==> config.mk <==
export PLATFORM = sky130hd
export DESIGN_NAME = tcch_vec_cell
export DESIGN_NICKNAME = d
export VERILOG_FILES = /design/src/design/tcch_pkg.sv /design/src/design/tcch_vec_cell.sv
export SDC_FILE = /design/constraint.sdc
export NUM_CORES = 1
export LEC_CHECK = 0
export ABC_AREA = 1
export BUFFER_PORTS_ARGS = -buffer_cell sky130_fd_sc_hd__buf_4
export CORE_MARGIN = 2
export CORE_UTILIZATION = 48
export CTS_BUF_LIST = sky130_fd_sc_hd__clkbuf_2 sky130_fd_sc_hd__clkbuf_4 sky130_fd_sc_hd__clkbuf_8
export DETAILED_ROUTE_END_ITERATION = 8
export PLACE_DENSITY = 0.67
export SLEW_MARGIN = 5
export SYNTH_ARGS = -nofsm -noshare
export SYNTH_HDL_FRONTEND = slang
export SYNTH_SLANG_ARGS = --single-unit
export TNS_END_PERCENT = 5
==> constraint.sdc <==
create_clock -name i_clk -period 3.2 [get_ports i_clk]
set_input_delay 0.16 -clock i_clk [delete_from_list [all_inputs] [get_ports i_clk]]
set_output_delay 0.16 -clock i_clk [all_outputs]
set_load 0.05 [all_outputs]
==> src/design/tcch_pkg.sv <==
//------------------------------------------------------------------------------
// tcch_pkg
// Shared constants and a function for the compass heading pipeline.
//------------------------------------------------------------------------------
package tcch_pkg;

    localparam int ATAN_LEN = 24;

    localparam logic signed [31:0] ANG_PI      = 32'sd843314857;
    localparam logic signed [31:0] ANG_HALF_PI = 32'sd421657428;
    localparam logic signed [31:0] INV_GAIN    = 32'sd652032874;
    localparam logic [25:0]        DEG_SCALE   = 26'd60078979;
    localparam int                 DEG_SHIFT   = 48;

    // Arctangent of 2^-i in Q3.28 radians.
    function automatic logic signed [31:0] atan_entry(input int idx);
        logic signed [31:0] v;
        begin
            unique case (idx)
                0:  v = 32'sd210828714;
                1:  v = 32'sd124459457;
                2:  v = 32'sd65760959;
                3:  v = 32'sd33381290;
                4:  v = 32'sd16755422;
                5:  v = 32'sd8385879;
                6:  v = 32'sd4193963;
                7:  v = 32'sd2097109;
                8:  v = 32'sd1048571;
                9:  v = 32'sd524287;
                default: v = 32'sd1 <<< (28 - idx);
            endcase
            return v;
        end
    endfunction

endpackage

==> src/design/tcch_vec_cell.sv <==
//------------------------------------------------------------------------------
// tcch_vec_cell
// One vectoring CORDIC stage for the arctangent.
//------------------------------------------------------------------------------
module tcch_vec_cell
    import tcch_pkg::*;
#(
    parameter int STAGE = 0
) (
    input  logic                     i_clk,
    input  logic                     i_en,
    input  logic signed [48:0]       i_x,
    input  logic signed [48:0]       i_y,
    input  logic signed [31:0]       i_z,
    input  logic                     i_zero,
    output logic signed [48:0]       o_x,
    output logic signed [48:0]       o_y,
    output logic signed [31:0]       o_z,
    output logic                     o_zero
);

    logic signed [48:0] r_x, r_y;
    logic signed [31:0] r_z;
    logic               r_zero;
    logic signed [48:0] n_x, n_y;
    logic signed [31:0] n_z;

    always_comb begin
        if (i_y >= 0) begin
            n_x = i_x + (i_y >>> STAGE);
            n_y = i_y - (i_x >>> STAGE);
            n_z = i_z + atan_entry(STAGE);
        end else begin
            n_x = i_x - (i_y >>> STAGE);
            n_y = i_y + (i_x >>> STAGE);
            n_z = i_z - atan_entry(STAGE);
        end
    end

    always_ff @(posedge i_clk) begin
        if (i_en) begin
            r_x    <= n_x;
            r_y    <= n_y;
            r_z    <= n_z;
            r_zero <= i_zero;
        end
    end

    assign o_x = r_x;
    assign o_y = r_y;
    assign o_z = r_z;
    assign o_zero = r_zero;

endmodule

==> results.py <==
metrics = {
    "job": {
        "maxCapViolations": 0,
    },
    "die": {
        "die_area_um2": 41400,
        "rows": 73,
        "die_y_um": 204,
        "die_width_um": 204,
        "core_um2": 39500,
        "io_pins": 264,
        "start_util_pct": 48.3,
    },
    "place": {
        "io_buffer_count": 263,
        "hpwl_um": 66700,
        "place_congestion": 1.04,
    },
    "finish": {
        "finalNetCount": 3805,
        "area_delta_synth_final_pct": 15.1,
        "diodes": 0,
        "multiInputGateArea_um2": 12500,
        "layout-drive-gt1-share_pct": 13.5,
        "fill_cells": 4045,
        "seqCellArea_um2": 3900,
        "fin_util_pct": 55.6,
    },
    "synth": {
        "ys_ff_latch": 130,
        "synth_top_family_by_area": "simple AND/OR/NAND/NOR gates",
        "ys_warn_count": 0,
        "async_flop_share_pct": 0,
        "synth_seq_area_share_pct": 20.4,
        "synth_compound_area_share_pct": 9.35,
        "syn_area_um2": 19100,
        "synth_edf_count": 130,
        "synth.area.mux_share_pct": 0.105,
        "synth_flop_cell": "edfxtp_1",
        "synthCells": 3231,
        "synth_simple_gate_area_share_pct": 41.0,
        "synth_xor_area_share_pct": 2.11,
        "yosys.area.top_type_share_pct": 22.3,
        "syn-mean-instance-area_um2": 5.92,
        "syn_nets": 3556,
        "synth_top_cell_by_area": "nand2_1",
        "yosysUniqueCellTypes": 41,
        "ys_top_cells_by_area": "nand2_1 (22%), edfxtp_1 (20%), ha_1 (12%)",
        "synth_adder_area_share_pct": 12.7,
    },
    "routing": {
        "antenna_left": 0,
        "vias_per_cell": 5.46,
        "wirelength_um": 78500,
        "drtPass1Iterations": 7,
        "vias": 22000,
        "route.detailed.drc": 0,
        "wl_per_cell_um": 19.5,
        "drtIter0Drc": 2324,
    },
    "global_route": {
        "grt_overflow": 0,
        "antenna_found_initial": 1,
        "grt_pass1_wl_um": 117000,
        "grt_pass1_vias": 20700,
        "track_usage_pct": 37.5,
        "grt_start_max_net_pins": 93,
    },
    "sta": {
        "worst_hold_slack_ps": 44.1,
        "slew_violations": 0,
        "relSlewSlack_pct": 22.0,
        "finalHoldViolCount": 0,
        "setup_violations": 0,
        "period_needed_ps": 2660,
        "finalCritPeriodShare_pct": 83.2,
        "fmax_mhz": 376,
        "tns_ps": 0,
        "worst_slew_pin_slew_ps": 1170,
        "rsz0062_at_grt": "no",
    },
    "pwr": {
        "power_frac_clock_pct": 19.1,
        "p_comb_share_pct": 53.9,
        "p_per_area_nw_per_um2": 384,
        "sw_frac_of_total_pct": 49.4,
        "finalPower_uw": 8440,
        "leakagePower_uw": 0.0121,
        "power.switching_uw": 4170,
        "ir_drop_uv": 296,
        "cell_internal_pwr_uw": 4280,
        "pwr-share-seq_pct": 27.1,
    },
    "clocking": {
        "numCtsBuffers": 17,
        "clk_pin_slew_ps": 90,
        "cts_root_buf": "clkbuf_8",
        "clock_path_buffers": 2,
        "cts_sinks": 130,
        "cts_tree": "built",
        "ctsHoldBuffers": 3,
        "h-tree-depth": 4,
        "post_cts_buffers": 0,
        "cts_resized": 0,
    },
    "setup_path": {
        "worstPathArrival_ps": 2950,
        "critPathRequiredTime_ps": 3490,
        "startpoint_type": "input port",
        "path_class": "input port to register",
        "end_kind": "register",
        "crit_fanout": 11,
    },
    "min_path": {
        "hold_class": "input port to register",
    },
    "outcome": {
        "outcome": "completed",
    },
}
logic make-up after synthesis:
| kind of cell | Yosys count |
|---|---|
| compound gates | 326 |
| xor+xnor | 46 |
| fa+ha+maj | 192 |
| buf+inv | 681 |
| flops | 130 |
| mux | 2 |
| simple gates | 1854 |
sequential cells by signal (all words and copies together) (netlist names):
register,flops
o_x,49
o_y,48
o_z,32
o_zero,1
cells in the final DEF, fill, tap and decap left out, types with 22 or more instances in the layout:
cell,synthesis,routed
nand2_1,1135,1135
inv_1,583,582
buf_4,30,291
nor2_1,269,269
nand3_1,259,259
ha_1,188,188
a21oi_1,151,151
edfxtp_1,130,130
o21ai_0,90,90
nor2_2,53,53
nand4_1,51,51
xor2_1,39,39
inv_2,29,29
nand2_2,28,28
o21bai_1,25,25
o21ai_1,22,22
per-stage QoR:
stage,std cells,setup WS (ps),instance area [um2]
global route,4017,345,22000
floorplan,3231,227,19100
CTS,4017,691,22000
detailed placement,3983,118,21600
finish,4017,538,22000
global placement,3983,142,21600
power groups by stage:
| stage | logic (uW) | clock network [uW] | registers (uW) |
|---|---|---|---|
| 2_1_floorplan | 2090 | 0 | 3170 |
| 3_3_place_gp | 4390 | 0 | 2320 |
| 3_5_place_dp | 4440 | 0 | 2330 |
| 4_1_cts | 4450 | 1630 | 2290 |
| 5_1_grt | 4870 | 1680 | 2310 |
| 6_report | 4550 | 1610 | 2290 |
final timing paths:
kind	start	endpoint	slack (ps)	depth (start not counted)
worst max-delay path	i_x[35]	o_x[37]$_DFFE_PP_	540	14
worst min-delay path	i_y[0]	o_x[0]$_DFFE_PP_	40	3
routing by layer:
| metal | track usage, % | wire [um] | vias to the layer above |
|---|---|---|---|
| li1 | - | - | 10600 |
| met1 | 48.3 | 32300 | 9953 |
| met2 | 60.5 | 34400 | 1215 |
| met3 | 6.18 | 7110 | 228 |
| met4 | 19.4 | 4630 | 0 |
| met5 | 0 | 0 | - |
critical path, stage by stage:
cell and delay (ps):
buf_4 100, inv_1 40, ha_1 610, nand2_1 280
nor2_2 400, nand2_1 190, nor2_2 380, nand3_1 340
nand3_1 160, nor2_1 70, nand2_1 50, nand2_1 50
nand3_1 60, nand2_1 50
area by class of cell:
cell class,count,share of cell area [%]
repair buffers,296,10.2
multi-input cells,2420,56.7
clock inverters,12,0.722
inverters,615,10.5
flip-flops and latches,130,17.7
clock buffers,19,1.13
well taps,525,2.99
synthesized netlist by cell type, types with 5 or more instances:
| cell | count |
|---|---|
| a31oi_1 | 5 |
| nand2_1 | 1135 |
| o21ai_1 | 22 |
| buf_4 | 30 |
| xor2_1 | 39 |
| nand3_1 | 259 |
| or2_0 | 5 |
| o22ai_1 | 10 |
| nor2_1 | 269 |
| a21oi_1 | 151 |
| ha_1 | 188 |
| nand4_1 | 51 |
| buf_6 | 6 |
| nand2_2 | 28 |
| clkbuf_1 | 11 |
| xnor2_1 | 7 |
| a21oi_2 | 11 |
| buf_2 | 14 |
| buf_1 | 5 |
| nor2_4 | 12 |
| inv_2 | 29 |
| nor2_2 | 53 |
| edfxtp_1 | 130 |
| o21bai_1 | 25 |
| o21ai_0 | 90 |
| nor3_2 | 6 |
| nor3_1 | 21 |
| and2_1 | 8 |
| inv_1 | 583 |
Power figures use the tool's default switching activity.
