## config.mk

```make
export PLATFORM = sky130hd
export DESIGN_NAME = tcch_rot_cell
export DESIGN_NICKNAME = d
export VERILOG_FILES = /design/src/design/tcch_pkg.sv /design/src/design/tcch_rot_cell.sv
export SDC_FILE = /design/constraint.sdc
export NUM_CORES = 1
export LEC_CHECK = 0
export BUFFER_PORTS_ARGS = -buffer_cell sky130_fd_sc_hd__buf_4
export CAP_MARGIN = 20
export CORE_MARGIN = 4
export CORE_UTILIZATION = 57
export CTS_CLUSTER_DIAMETER = 80
export DETAILED_ROUTE_END_ITERATION = 8
export PLACE_DENSITY = 0.84
export SKIP_LAST_GASP = 1
export SLEW_MARGIN = 20
export SYNTH_ARGS = -nofsm -noshare
export SYNTH_HDL_FRONTEND = slang
export SYNTH_SLANG_ARGS = --single-unit
export TNS_END_PERCENT = 5
```

## constraint.sdc

```tcl
create_clock -name i_clk -period 4.7 [get_ports i_clk]
set_clock_uncertainty 0.1 [all_clocks]
set_input_delay 0.47 -clock i_clk [delete_from_list [all_inputs] [get_ports i_clk]]
set_output_delay 0.47 -clock i_clk [all_outputs]
set_load 0.03 [all_outputs]
```

## src/design/tcch_pkg.sv

```systemverilog
//------------------------------------------------------------------------------
// tcch_pkg
// Shared constants and a function for the compass heading pipeline.
//------------------------------------------------------------------------------
package tcch_pkg;

    localparam int ATAN_LEN = 24;

    localparam logic signed [31:0] ANG_PI      = 32'sd843314857;
    localparam logic signed [31:0] ANG_HALF_PI = 32'sd421657428;
    localparam logic signed [31:0] INV_GAIN    = 32'sd652032874;
    localparam logic [25:0]        DEG_SCALE   = 26'd60078979;
    localparam int                 DEG_SHIFT   = 48;

    // Arctangent of 2^-i in Q3.28 radians.
    function automatic logic signed [31:0] atan_entry(input int idx);
        logic signed [31:0] v;
        begin
            unique case (idx)
                0:  v = 32'sd210828714;
                1:  v = 32'sd124459457;
                2:  v = 32'sd65760959;
                3:  v = 32'sd33381290;
                4:  v = 32'sd16755422;
                5:  v = 32'sd8385879;
                6:  v = 32'sd4193963;
                7:  v = 32'sd2097109;
                8:  v = 32'sd1048571;
                9:  v = 32'sd524287;
                default: v = 32'sd1 <<< (28 - idx);
            endcase
            return v;
        end
    endfunction

endpackage

```

## src/design/tcch_rot_cell.sv

```systemverilog
//------------------------------------------------------------------------------
// tcch_rot_cell
// One rotation CORDIC stage for sine and cosine; also carries the sidecar data.
//------------------------------------------------------------------------------
module tcch_rot_cell
    import tcch_pkg::*;
#(
    parameter int STAGE = 0,
    parameter int SIDE_W = 1
) (
    input  logic                     i_clk,
    input  logic                     i_en,
    input  logic signed [31:0]       i_x,
    input  logic signed [31:0]       i_y,
    input  logic signed [31:0]       i_z,
    input  logic [SIDE_W-1:0]        i_side,
    output logic signed [31:0]       o_x,
    output logic signed [31:0]       o_y,
    output logic signed [31:0]       o_z,
    output logic [SIDE_W-1:0]        o_side
);

    logic signed [31:0] r_x, r_y, r_z;
    logic [SIDE_W-1:0]  r_side;
    logic signed [31:0] n_x, n_y, n_z;

    always_comb begin
        if (i_z >= 0) begin
            n_x = i_x - (i_y >>> STAGE);
            n_y = i_y + (i_x >>> STAGE);
            n_z = i_z - atan_entry(STAGE);
        end else begin
            n_x = i_x + (i_y >>> STAGE);
            n_y = i_y - (i_x >>> STAGE);
            n_z = i_z + atan_entry(STAGE);
        end
    end

    always_ff @(posedge i_clk) begin
        if (i_en) begin
            r_x    <= n_x;
            r_y    <= n_y;
            r_z    <= n_z;
            r_side <= i_side;
        end
    end

    assign o_x = r_x;
    assign o_y = r_y;
    assign o_z = r_z;
    assign o_side = r_side;

endmodule

```

==> impl_results.rst, run 1 <==
.. list-table::
   :header-rows: 1

   * - Metric
     - Value
   * - Outcome
     - complete, no violations
   * - Share of post-route cells with drive strength above 1
     - 0.180
   * - Mux share of post-synthesis cell area
     - 0.0148
   * - Hold EP
     - o_z[0]
   * - Count of cells along the worst hold path
     - 1
   * - Startpoint of the most critical hold path
     - i_z[0]
   * - Max-cap viol count
     - 0
   * - Antenna violations before repair
     - 0
   * - Netlist Area Pre-Place
     - 9710 um^2
   * - Post-synthesis async set-or-reset flop share
     - 0
   * - Final number of max-transition violations
     - 0
   * - Effective utilization at floorplan
     - 0.584
   * - TritonCTS clock tree
     - built
   * - Final worst-path cycle share
     - 0.819
   * - Synth top cells by count
     - sky130_fd_sc_hd__ha_1, sky130_fd_sc_hd__a21oi_1, sky130_fd_sc_hd__inv_1
   * - Final setup violation count
     - 0
   * - Via count
     - 9245
   * - Placement Rows
     - 47
   * - # resized after CTS
     - 0
   * - Final RePlAce weighted congestion
     - 1.01
   * - Worst endpoint data arrival time
     - 3840 ps
   * - Synthesized area divided by synthesized cell count
     - 8.66 um^2
   * - Maximum number of buffers from clock root to sink
     - 2
   * - Post-Route WL
     - 28200 um
   * - Syn nets
     - 1347
   * - Number of DRC violations after detailed routing
     - 0
   * - Max IR drop VDD
     - 0.183 mV
   * - Fraction of the mapped netlist area in adder cells
     - 0.165
   * - Endpoint kind of the worst setup timing path
     - register
   * - Global Route Usage Sum
     - 0.285
   * - Total Negative Setup Slacks
     - 0 ps
   * - ANT cells
     - 0
   * - Number of failing hold endpoints at the final stage
     - 0
   * - Worst-Margin Slew
     - 855 ps
   * - Residual antenna-violating net count after detailed routing
     - 0
   * - Static leakage
     - 5.13 nW
   * - Via/cell ratio
     - 6.12
   * - Largest fanout on the critical path
     - 27
   * - Yosys top cell area share
     - 0.297
   * - Number of distinct standard cells referenced by the synthesized netlist
     - 74
   * - First-pass GRT wire length
     - 45300 um
   * - Die outline width
     - 139 um
   * - Vias in the first global route
     - 8674
   * - Crit start category
     - input port
   * - Max Freq
     - 0.260 GHz
   * - Final routed wire length divided by cell count
     - 18.7 um
   * - Overflow after GRT
     - 0
   * - Area of the core
     - 16600 um^2
   * - Number of I/O port buffers
     - 195
   * - Critical Setup Path Class
     - in2reg
   * - I/O pin count
     - 196
   * - Required time reported for the critical path endpoint
     - 4690 ps
   * - Cell types with the largest area share after synthesis
     - sky130_fd_sc_hd__edfxtp_1, sky130_fd_sc_hd__ha_1, sky130_fd_sc_hd__xnor2_1
   * - Synthesized netlist cell count
     - 1122
   * - Worst hold path class
     - in2reg
   * - Post-Synth XOR/XNOR Area
     - 0.0748
   * - Largest family of logic cells by synthesized area
     - compound AO/OA/AOI/OAI gates
   * - Leading cell type by number of instances after synthesis
     - sky130_fd_sc_hd__ha_1
   * - Portion of the post-synthesis area used by sequential elements
     - 0.297
   * - Slew HR
     - 0.423
   * - Most instantiated flip-flop cell in the synthesis netlist
     - sky130_fd_sc_hd__edfxtp_1
   * - Number of levels in the clock H-tree
     - 3
   * - RSZ-0062 raised after global routing
     - false
   * - TritonCTS Buffers
     - 9
   * - Worst slack at placement
     - 604 ps
   * - Sinks on Clock Net
     - 96
   * - Worst-path clk slew
     - 60 ps
   * - DIE AREA
     - 19200 um^2
   * - Number of fillers in the final layout
     - 1390
   * - Number of post-CTS setup repair buffers
     - 0
   * - Post-synthesis to final-layout area growth
     - 19.0%
   * - First drt pass iteration count
     - 6
   * - Minimum clock period
     - 3850 ps
   * - P per Cell Area
     - 298 nW/um^2
   * - Cell type with the highest aggregate area in the netlist
     - sky130_fd_sc_hd__edfxtp_1
   * - Count of flip-flops with a built-in enable after synthesis
     - 96
   * - Number of buffers added to fix hold violations after cts
     - 0
   * - Post-DP HPWL
     - 22000 um
   * - Total power
     - 3.44 mW
   * - Vert. Die Dim
     - 139 um
   * - Post-synthesis register bit count
     - 96
   * - Final #Nets
     - 1512
   * - Pin count of the biggest net entering global routing
     - 75
   * - Number of design-rule violations left by the first detailed-router iteration
     - 1008
   * - Cell at the root of the clock tree
     - sky130_fd_sc_hd__clkbuf_16
   * - Total of warnings raised by yosys
     - 0
   * - Simple-gate area share of the yosys netlist
     - 0.136
   * - Share of the synthesized area in compound gates (AO/OA/AOI/OAI)
     - 0.251
   * - Least setup slack across all paths after layout
     - 850 ps
report_power, final:
group          leakage [nW]  switching, mW  total [mW]  internal (mW)
Combinational          4.07          0.987        1.59          0.600
Clock                 0.126          0.322       0.679          0.357
Sequential            0.940         0.0415        1.18           1.13
Total                  5.13           1.35        3.44           2.09
critical path: stages:
cell and delay (ps):
sky130_fd_sc_hd__buf_4 200, sky130_fd_sc_hd__inv_2 430, sky130_fd_sc_hd__ha_1 360, sky130_fd_sc_hd__a211oi_1 330
sky130_fd_sc_hd__o21ai_0 210, sky130_fd_sc_hd__a311oi_1 480, sky130_fd_sc_hd__o31a_1 300, sky130_fd_sc_hd__o211ai_1 180
sky130_fd_sc_hd__a21oi_1 280, sky130_fd_sc_hd__nor2_1 80, sky130_fd_sc_hd__a2111oi_1 410, sky130_fd_sc_hd__xnor2_1 100
metal layers:
| layer | global-route usage | wire, um | vias up | part of all wire |
|---|---|---|---|---|
| li1 | - | - | 4387 | - |
| met1 | 0.398 | 12000 | 4276 | 0.42 |
| met2 | 0.463 | 13000 | 523 | 0.46 |
| met3 | 0.0403 | 2550 | 59 | 0.090 |
| met4 | 0.0889 | 731 | 0 | 0.026 |
| met5 | 0 | 0 | - | 0 |
layout make-up:
type / count / area, um^2 / share of cell area
clock buffer: 10 / 229 / 0.0198
clock inverter: 5 / 33.8 / 0.00292
sequential: 96 / 2880 / 0.249
tap: 220 / 275 / 0.0238
timing repair buffer: 200 / 1500 / 0.130
multi-input combinational: 871 / 6230 / 0.539
inverter: 109 / 409 / 0.0354
worst max-delay path by stage:
| stage | endpoint | cells past startpoint | slack (ps) | from |
|---|---|---|---|---|
| after floorplan | o_z[30] | 14 | 500 | i_z[31] |
| after global placement | o_z[30] | 12 | 720 | i_z[31] |
| after detailed placement | o_z[30] | 12 | 600 | i_z[31] |
| after CTS | o_z[30] | 12 | 960 | i_z[31] |
| after global routing | o_z[30] | 12 | 570 | i_z[31] |
| final | o_z[30] | 12 | 850 | i_z[31] |
sequential cells by signal, summed over array words and instances, names as in the netlist:
| name | count |
|---|---|
| o_y | 31 |
| o_x | 32 |
| o_z | 32 |
| o_side | 1 |
per-stage QoR:
step / hold WS [ps] / utilization / instances / instance area [um^2]
2_1_floorplan: 469 / - / 1122 / 9710
3_3_place_gp: 548 / 0.679 / 1496 / 11300
3_5_place_dp: 549 / 0.679 / 1496 / 11300
4_1_cts: 190 / 0.695 / 1511 / 11600
5_1_grt: 186 / 0.695 / 1511 / 11600
6_report: 201 / 0.695 / 1511 / 11600
cell families (layout without fill, tap and decap cells):
group / after synthesis / in the layout
compound gates: 372 / 372
simple gates: 276 / 276
buf+inv: 155 / 324
fa+ha+maj: 126 / 126
flops: 96 / 96
xor+xnor: 83 / 83
mux: 14 / 14
placed cells by master (no fill, tap or decap), types with 11 or more instances in the layout:
cell type	n
sky130_fd_sc_hd__nor3_1	19
sky130_fd_sc_hd__a211oi_1	13
sky130_fd_sc_hd__inv_1	104
sky130_fd_sc_hd__mux2i_1	11
sky130_fd_sc_hd__o21ai_0	67
sky130_fd_sc_hd__ha_1	122
sky130_fd_sc_hd__nand4_1	14
sky130_fd_sc_hd__nor2_1	104
sky130_fd_sc_hd__o31ai_1	12
sky130_fd_sc_hd__nand3_1	19
sky130_fd_sc_hd__buf_4	200
sky130_fd_sc_hd__o21bai_1	24
sky130_fd_sc_hd__o21a_1	16
sky130_fd_sc_hd__edfxtp_1	96
sky130_fd_sc_hd__nor2b_1	12
sky130_fd_sc_hd__a21o_1	26
sky130_fd_sc_hd__a21oi_1	120
sky130_fd_sc_hd__nand2b_1	15
sky130_fd_sc_hd__nand2_1	54
sky130_fd_sc_hd__xnor2_1	76
sky130_fd_sc_hd__o211ai_1	12
Note: power is estimated with default switching activity, not from simulation.
==> run 2: changes to the inputs <==
--- a/config.mk
+++ b/config.mk
@@ -5,13 +5,14 @@
 export SDC_FILE = /design/constraint.sdc
 export NUM_CORES = 1
 export LEC_CHECK = 0
+export ABC_AREA = 1
 export BUFFER_PORTS_ARGS = -buffer_cell sky130_fd_sc_hd__buf_4
 export CAP_MARGIN = 20
 export CORE_MARGIN = 4
-export CORE_UTILIZATION = 57
+export CORE_UTILIZATION = 59
 export CTS_CLUSTER_DIAMETER = 80
 export DETAILED_ROUTE_END_ITERATION = 8
-export PLACE_DENSITY = 0.84
+export PLACE_DENSITY = 0.85
 export SKIP_LAST_GASP = 1
 export SLEW_MARGIN = 20
 export SYNTH_ARGS = -nofsm -noshare
==> constraint.sdc (replaced) <==
create_clock -name i_clk -period 3.55 [get_ports i_clk]
set_clock_uncertainty 0.1 [all_clocks]
set_input_delay 0.355 -clock i_clk [delete_from_list [all_inputs] [get_ports i_clk]]
set_output_delay 0.355 -clock i_clk [all_outputs]
set_load 0.03 [all_outputs]
==> impl_results.rst, run 2 <==
.. list-table::
   :header-rows: 1

   * - Metric
     - Value
   * - Outcome
     - complete, no violations
   * - # resized after CTS
     - 0 (unchanged)
   * - Static leakage
     - 7.50 nW (+46%)
   * - Most frequent cells in the layout
     - sky130_fd_sc_hd__nand2_1, sky130_fd_sc_hd__inv_1, sky130_fd_sc_hd__buf_4
   * - Synthesized area divided by synthesized cell count
     - 6.39 um^2 (-26%)
   * - Number of fillers in the final layout
     - 1803 (+30%)
   * - Met2 wire length
     - 18700 um (+44%)
   * - TritonCTS clock tree
     - built
   * - Post-synthesis async set-or-reset flop share
     - 0 (unchanged)
   * - Worst-path cell with the longest stage delay
     - sky130_fd_sc_hd__fa_1
   * - Met1 wire length
     - 16300 um (+36%)
   * - Max IR drop VDD
     - 0.252 mV (+38%)
   * - Final #Nets
     - 2296 (+52%)
   * - Total Negative Setup Slacks
     - 0 ps (unchanged)
   * - Max-cap viol count
     - 0 (unchanged)
   * - Final worst-path cycle share
     - 0.671
   * - Biggest cell delay along the critical path
     - 500 ps (+20 ps)
   * - Leading cell type by number of instances after synthesis
     - sky130_fd_sc_hd__nand2_1
   * - Global Route Usage Sum
     - 0.353 (+0.0679)
   * - First-pass GRT wire length
     - 63700 um (+41%)
   * - Die outline width
     - 152 um (+9.5%)
   * - Topmost layer with routed signal wires
     - met4
   * - Overflow after GRT
     - 0 (unchanged)
   * - Post-Route WL
     - 41300 um (+47%)
   * - Final routed wire length divided by cell count
     - 17.6 um (-5.6%)
   * - Total of warnings raised by yosys
     - 0 (unchanged)
   * - Area of the core
     - 20200 um^2 (+22%)
   * - Effective utilization at floorplan
     - 0.602 (+0.0180)
   * - Vert. Die Dim
     - 152 um (+9.5%)
   * - Endpoint kind of the worst setup timing path
     - register
   * - Least setup slack across all paths after layout
     - 1170 ps (+319 ps)
   * - Number of design-rule violations left by the first detailed-router iteration
     - 1302 (+29%)
   * - Count of flip-flops with a built-in enable after synthesis
     - 96 (unchanged)
   * - Number of post-CTS setup repair buffers
     - 0 (unchanged)
   * - Required time reported for the critical path endpoint
     - 3580 ps (-1110 ps)
   * - Number of I/O port buffers
     - 195 (unchanged)
   * - Post-DP HPWL
     - 34000 um (+54%)
   * - First drt pass iteration count
     - 6 (unchanged)
   * - Portion of the post-synthesis area used by sequential elements
     - 0.237 (-0.0600)
   * - Yosys top cell area share
     - 0.237 (-0.0600)
   * - Placement Rows
     - 52 (+11%)
   * - Cell-by-cell listing of the critical path
     - buf_4 > inv_1 > ha_1 > fa_1 > inv_1 > nand2_1 > nand3_1 > nand2_1 > nand2_1 > nand2_1 > nand2_1 > nand2_1 > nand3_1 > nand2_1
   * - Final RePlAce weighted congestion
     - 1.07 (+5.9%)
   * - Most prevalent standard cell on the critical path
     - sky130_fd_sc_hd__nand2_1
   * - Fraction of power consumed by combinational cells
     - 0.482 (+0.021)
   * - Slew HR
     - 0.467 (+0.0440)
   * - Switching pwr
     - 2.22 mW (+64%)
   * - Total power
     - 4.97 mW (+44%)
   * - Post-synthesis register bit count
     - 96 (unchanged)
   * - Pin count of the biggest net entering global routing
     - 97 (+29%)
   * - Number of buffers added to fix hold violations after cts
     - 0 (unchanged)
   * - Maximum number of buffers from clock root to sink
     - 2 (unchanged)
   * - Netlist Area Pre-Place
     - 12200 um^2 (+25%)
   * - Synthesized netlist cell count
     - 1906 (+70%)
   * - Largest fanout on the critical path
     - 4 (-85%)
   * - Antenna violations before repair
     - 0 (unchanged)
   * - Syn nets
     - 2131 (+58%)
   * - Final setup violation count
     - 0 (unchanged)
   * - Number of failing hold endpoints at the final stage
     - 0 (unchanged)
   * - ANT cells
     - 0 (unchanged)
   * - I/O pin count
     - 196 (unchanged)
   * - Share of post-route cells with drive strength above 1
     - 0.141 (-0.0393)
   * - RSZ-0062 raised after global routing
     - false
   * - Final number of max-transition violations
     - 0 (unchanged)
   * - Pint
     - 2.75 mW (+31%)
   * - Number of levels in the clock H-tree
     - 3 (unchanged)
   * - Number of DRC violations after detailed routing
     - 0 (unchanged)
   * - Clock network fraction of total power
     - 0.209 (+0.012)
   * - Final design utilization
     - 0.691 (-0.00345)
   * - Post-synthesis to final-layout area growth
     - 14.9%
   * - Worst endpoint data arrival time
     - 2410 ps (-1430 ps)
   * - Crit start category
     - input port
   * - Via/cell ratio
     - 5.66 (-7.4%)
   * - Minimum clock period
     - 2380 ps
   * - TritonCTS Buffers
     - 9 (unchanged)
   * - Leading cell type in the layout, fill and taps excluded
     - sky130_fd_sc_hd__nand2_1
   * - Critical Setup Path Class
     - in2reg
   * - Cell type with the highest aggregate area in the netlist
     - sky130_fd_sc_hd__edfxtp_1
   * - Number of distinct standard cells referenced by the synthesized netlist
     - 46 (-38%)
   * - Sequential fraction of design power
     - 0.308 (-0.034)
   * - Max Freq
     - 0.420 GHz
   * - Cell at the root of the clock tree
     - sky130_fd_sc_hd__clkbuf_16
   * - Synth top cells by count
     - sky130_fd_sc_hd__nand2_1, sky130_fd_sc_hd__inv_1, sky130_fd_sc_hd__nand3_1
   * - Worst-Margin Slew
     - 800 ps (-54.8 ps)
   * - Met3 wire len
     - 4260 um (+67%)
   * - Sinks on Clock Net
     - 96 (unchanged)
   * - Worst hold path class
     - in2reg
   * - Cell types with the largest area share after synthesis
     - sky130_fd_sc_hd__edfxtp_1, sky130_fd_sc_hd__nand2_1, sky130_fd_sc_hd__ha_1
   * - Worst-path clk slew
     - 80 ps (+20 ps)
   * - P per Cell Area
     - 355 nW/um^2 (+19%)
   * - DIE AREA
     - 23000 um^2 (+20%)
   * - Residual antenna-violating net count after detailed routing
     - 0 (unchanged)
   * - Worst slack at placement
     - 840 ps (+236 ps)
   * - Switching power as a share of total power
     - 0.447 (+0.0543)
   * - Vias in the first global route
     - 12.5k (+45%)
   * - Most instantiated flip-flop cell in the synthesis netlist
     - sky130_fd_sc_hd__edfxtp_1
   * - Via count
     - 13.3k (+44%)
## run 2: cell count changes in the layout (fill, tap and decap cells not counted), sizes merged, moves of 10 or more
cell    change
mux2i      -10
nand4      +10
nor2b      -12
o31ai      -12
nand2     +588
nand3     +142
xor2       +36
xnor2      -68
inv       +224
a21o       -25
a211oi     -14
o21a       -11
nor2       +68
nand2b     -14
## run 2: critical path, delay by kind of cell
family,cells,cell delay [ps]
buf+inv,3,300
fa+ha+maj,2,770
simple gates,9,990
## run 2: worst paths after layout
check,startpoint,to,cells after the start
max,i_x[0],o_x[22],14
min,i_z[0],o_z[0],1
## run 2: per-layer routing
| metal | vias to the layer above | GRT usage |
|---|---|---|
| met5 | - | 0 |
| met4 | 0 | 0.171 |
| met3 | 153 | 0.0523 |
| met2 | 846 | 0.580 |
| met1 | 5907 | 0.457 |
| li1 | 6379 | - |
## run 2: final cells by class
| type | count | area, um^2 | area share |
|---|---|---|---|
| sequential | 96 | 2880 | 0.206 |
| inverter | 325 | 1220 | 0.0872 |
| clock inverter | 7 | 68.8 | 0.00492 |
| tap | 270 | 338 | 0.0241 |
| multi-input combinational | 1441 | 7760 | 0.554 |
| timing repair buffer | 198 | 1500 | 0.107 |
| clock buffer | 9 | 225 | 0.0161 |
## run 2: kinds of logic after synthesis
family	share of synthesized area
compound gates	0.106
xor+xnor	0.0379
fa+ha+maj	0.132
buf+inv	0.126
flops	0.237
mux	0.000822
simple gates	0.360
## run 2: power groups by stage
stage | combinational, mW | clock (mW) | sequential (mW)
after floorplan | 1.23 | 0 | 1.88
after global placement | 2.30 | 0 | 1.55
after detailed placement | 2.34 | 0 | 1.55
after CTS | 2.35 | 1.04 | 1.53
after global routing | 2.60 | 1.09 | 1.54
final | 2.40 | 1.04 | 1.53
## run 2: metrics by stage
stage / cell area, um^2 / cells / hold WS, ps
after floorplan: 12200 / 1906 / 354
after global placement: 13700 / 2330 / 436
after detailed placement: 13700 / 2330 / 438
after CTS: 14000 / 2346 / 63.2
after global routing: 14000 / 2346 / 55.8
final: 14000 / 2346 / 65.9
==> run 3: changes to the inputs <==
==> constraint.sdc (replaced) <==
create_clock -name i_clk -period 2.3 [get_ports i_clk]
set_clock_uncertainty 0.1 [all_clocks]
set_input_delay 0.23 -clock i_clk [delete_from_list [all_inputs] [get_ports i_clk]]
set_output_delay 0.23 -clock i_clk [all_outputs]
set_load 0.03 [all_outputs]
==> impl_results.rst, run 3 (synthesis results as in run 2) <==
.. list-table::
   :header-rows: 1

   * - Metric
     - Value
   * - Final #Nets
     - 2448 (+6.6%)
   * - Vias in the first global route
     - 13.3k (+6.0%)
   * - Outcome
     - complete, no violations
   * - Global Route Usage Sum
     - 0.372 (+0.0188)
   * - Number of levels in the clock H-tree
     - 3 (unchanged)
   * - Maximum number of buffers from clock root to sink
     - 2 (unchanged)
   * - Via count
     - 13.9k (+5.0%)
   * - Post-DP HPWL
     - 35400 um (+4.1%)
   * - Critical Setup Path Class
     - in2reg
   * - Via/cell ratio
     - 5.58 (-1.4%)
   * - Max Freq
     - 0.459 GHz
   * - Least setup slack across all paths after layout
     - 120 ps (-1050 ps)
   * - Post-Route WL
     - 43200 um (+4.6%)
   * - Placed cell area
     - 14800 um^2 (+8.3%)
   * - Number of DRC violations after detailed routing
     - 0 (unchanged)
   * - Crit start category
     - input port
   * - Antenna violations before repair
     - 1 (+1)
   * - Vert. Die Dim
     - 152 um (unchanged)
   * - Worst-Margin Slew
     - 782 ps (-18.0 ps)
   * - Post-synthesis to final-layout area growth
     - 24.8%
   * - Worst endpoint data arrival time
     - 2200 ps (-210 ps)
   * - Leading cell type in the layout, fill and taps excluded
     - sky130_fd_sc_hd__nand2_1
   * - Max IR drop VDD
     - 0.376 mV (+49%)
   * - Static leakage
     - 8.27 nW (+10%)
   * - Final RePlAce weighted congestion
     - 1.02 (-4.4%)
   * - Max-cap viol count
     - 0 (unchanged)
   * - Slew HR
     - 0.479 (+0.0120)
   * - Final worst-path cycle share
     - 0.948
   * - Number of I/O port buffers
     - 195 (unchanged)
   * - RSZ-0062 raised after global routing
     - false
   * - Overflow after GRT
     - 0 (unchanged)
   * - P per Cell Area
     - 544 nW/um^2 (+53%)
   * - TritonCTS clock tree
     - built
   * - Die outline width
     - 152 um (unchanged)
   * - Endpoint kind of the worst setup timing path
     - register
   * - Sinks on Clock Net
     - 96 (unchanged)
   * - Worst-path clk slew
     - 70 ps (about the same)
   * - First-pass GRT wire length
     - 67000 um (+5.3%)
   * - Worst hold path class
     - in2reg
   * - Final design utilization
     - 0.751 (+0.0597)
   * - First drt pass iteration count
     - 6 (unchanged)
   * - Placement Rows
     - 52 (unchanged)
   * - Share of post-route cells with drive strength above 1
     - 0.198 (+0.0568)
   * - Total power
     - 8.26 mW (+66%)
   * - Total Negative Setup Slacks
     - 0 ps (unchanged)
   * - Final routed wire length divided by cell count
     - 17.3 um (-1.8%)
   * - Cell at the root of the clock tree
     - sky130_fd_sc_hd__clkbuf_16
   * - I/O pin count
     - 196 (unchanged)
   * - Minimum clock period
     - 2180 ps
   * - Number of design-rule violations left by the first detailed-router iteration
     - 1251 (-3.9%)
   * - Area of the core
     - 20200 um^2 (unchanged)
   * - Final number of max-transition violations
     - 0 (unchanged)
   * - # resized after CTS
     - 0 (unchanged)
   * - Number of failing hold endpoints at the final stage
     - 0 (unchanged)
   * - Worst slack at placement
     - -115 ps (-955 ps)
   * - Final setup violation count
     - 0 (unchanged)
   * - Required time reported for the critical path endpoint
     - 2320 ps (-1260 ps)
   * - Largest fanout on the critical path
     - 14 (+10)
   * - Effective utilization at floorplan
     - 0.602 (unchanged)
   * - Number of post-CTS setup repair buffers
     - 0 (unchanged)
   * - Pin count of the biggest net entering global routing
     - 97 (unchanged)
   * - Count of cells along the worst hold path
     - 3 (+2)
   * - TritonCTS Buffers
     - 9 (unchanged)
   * - Final Cell Area
     - 15200 um^2 (+8.6%)
   * - DIE AREA
     - 23000 um^2 (unchanged)
   * - Residual antenna-violating net count after detailed routing
     - 0 (unchanged)
   * - ANT cells
     - 0 (unchanged)
   * - Most frequent cells in the layout
     - sky130_fd_sc_hd__nand2_1, sky130_fd_sc_hd__buf_4, sky130_fd_sc_hd__inv_1
==> run 3: cell types whose count changed in the layout (fill, tap and decap cells not counted), moves of 2 or more <==
cell	before	now
sky130_fd_sc_hd__buf_4	197	346
sky130_fd_sc_hd__dlygate4sd3_1	0	2
sky130_fd_sc_hd__bufinv_16	0	3
sky130_fd_sc_hd__clkinv_4	2	0
sky130_fd_sc_hd__inv_8	3	1
==> run 3: worst max-delay path: stages <==
cell                       delay (ps)
sky130_fd_sc_hd__buf_4            140
sky130_fd_sc_hd__inv_2            240
sky130_fd_sc_hd__ha_1             360
sky130_fd_sc_hd__a21oi_1          200
sky130_fd_sc_hd__a21boi_0         320
sky130_fd_sc_hd__a21boi_0         350
sky130_fd_sc_hd__nand3_1          170
sky130_fd_sc_hd__nand2_1          110
sky130_fd_sc_hd__nand2_1           70
==> run 3: worst paths after layout <==
| kind | startpoint | endpoint | slack, ps |
|---|---|---|---|
| setup / recovery | i_z[31] | o_z[23] | 120 |
| hold / removal | i_y[0] | o_x[0] | 200 |
==> run 3: area by class of cell <==
type	count	area, um^2
sequential	96	2880
timing repair buffer	350	2660
clock inverter	6	114
fill	1646	5040
multi-input combinational	1441	7760
tap	270	338
clock buffer	10	229
inverter	325	1220
==> run 3: what timing repair did <==
| action | in CTS | in global routing |
|---|---|---|
| endpoints found under the hold margin | 2 | 0 |
| hold buffers | 2 | 0 |
| setup endpoints to repair | 0 | 0 |
==> run 3: power breakdown <==
part	internal [mW]	total, mW	switching [mW]	leakage [nW]
logic	1.48	4.06	2.58	7.16
registers	2.27	2.36	0.0920	0.938
clock network	1.07	1.84	0.761	0.167
total	4.83	8.26	3.43	8.27
==> run 3: metal layers <==
metal | track usage | vias up | part of all wire
met5 | 0 | - | 0.00030
met4 | 0.167 | 2 | 0.050
met3 | 0.0589 | 183 | 0.11
met2 | 0.629 | 823 | 0.46
met1 | 0.468 | 6259 | 0.38
li1 | - | 6681 | -
==> run 3: metrics by stage <==
stage | cells | hold slack, ps
6_report | 2498 | 200
3_3_place_gp | 2480 | 312
4_1_cts | 2498 | 183
2_1_floorplan | 1906 | 229
5_1_grt | 2498 | 182
3_5_place_dp | 2480 | 315
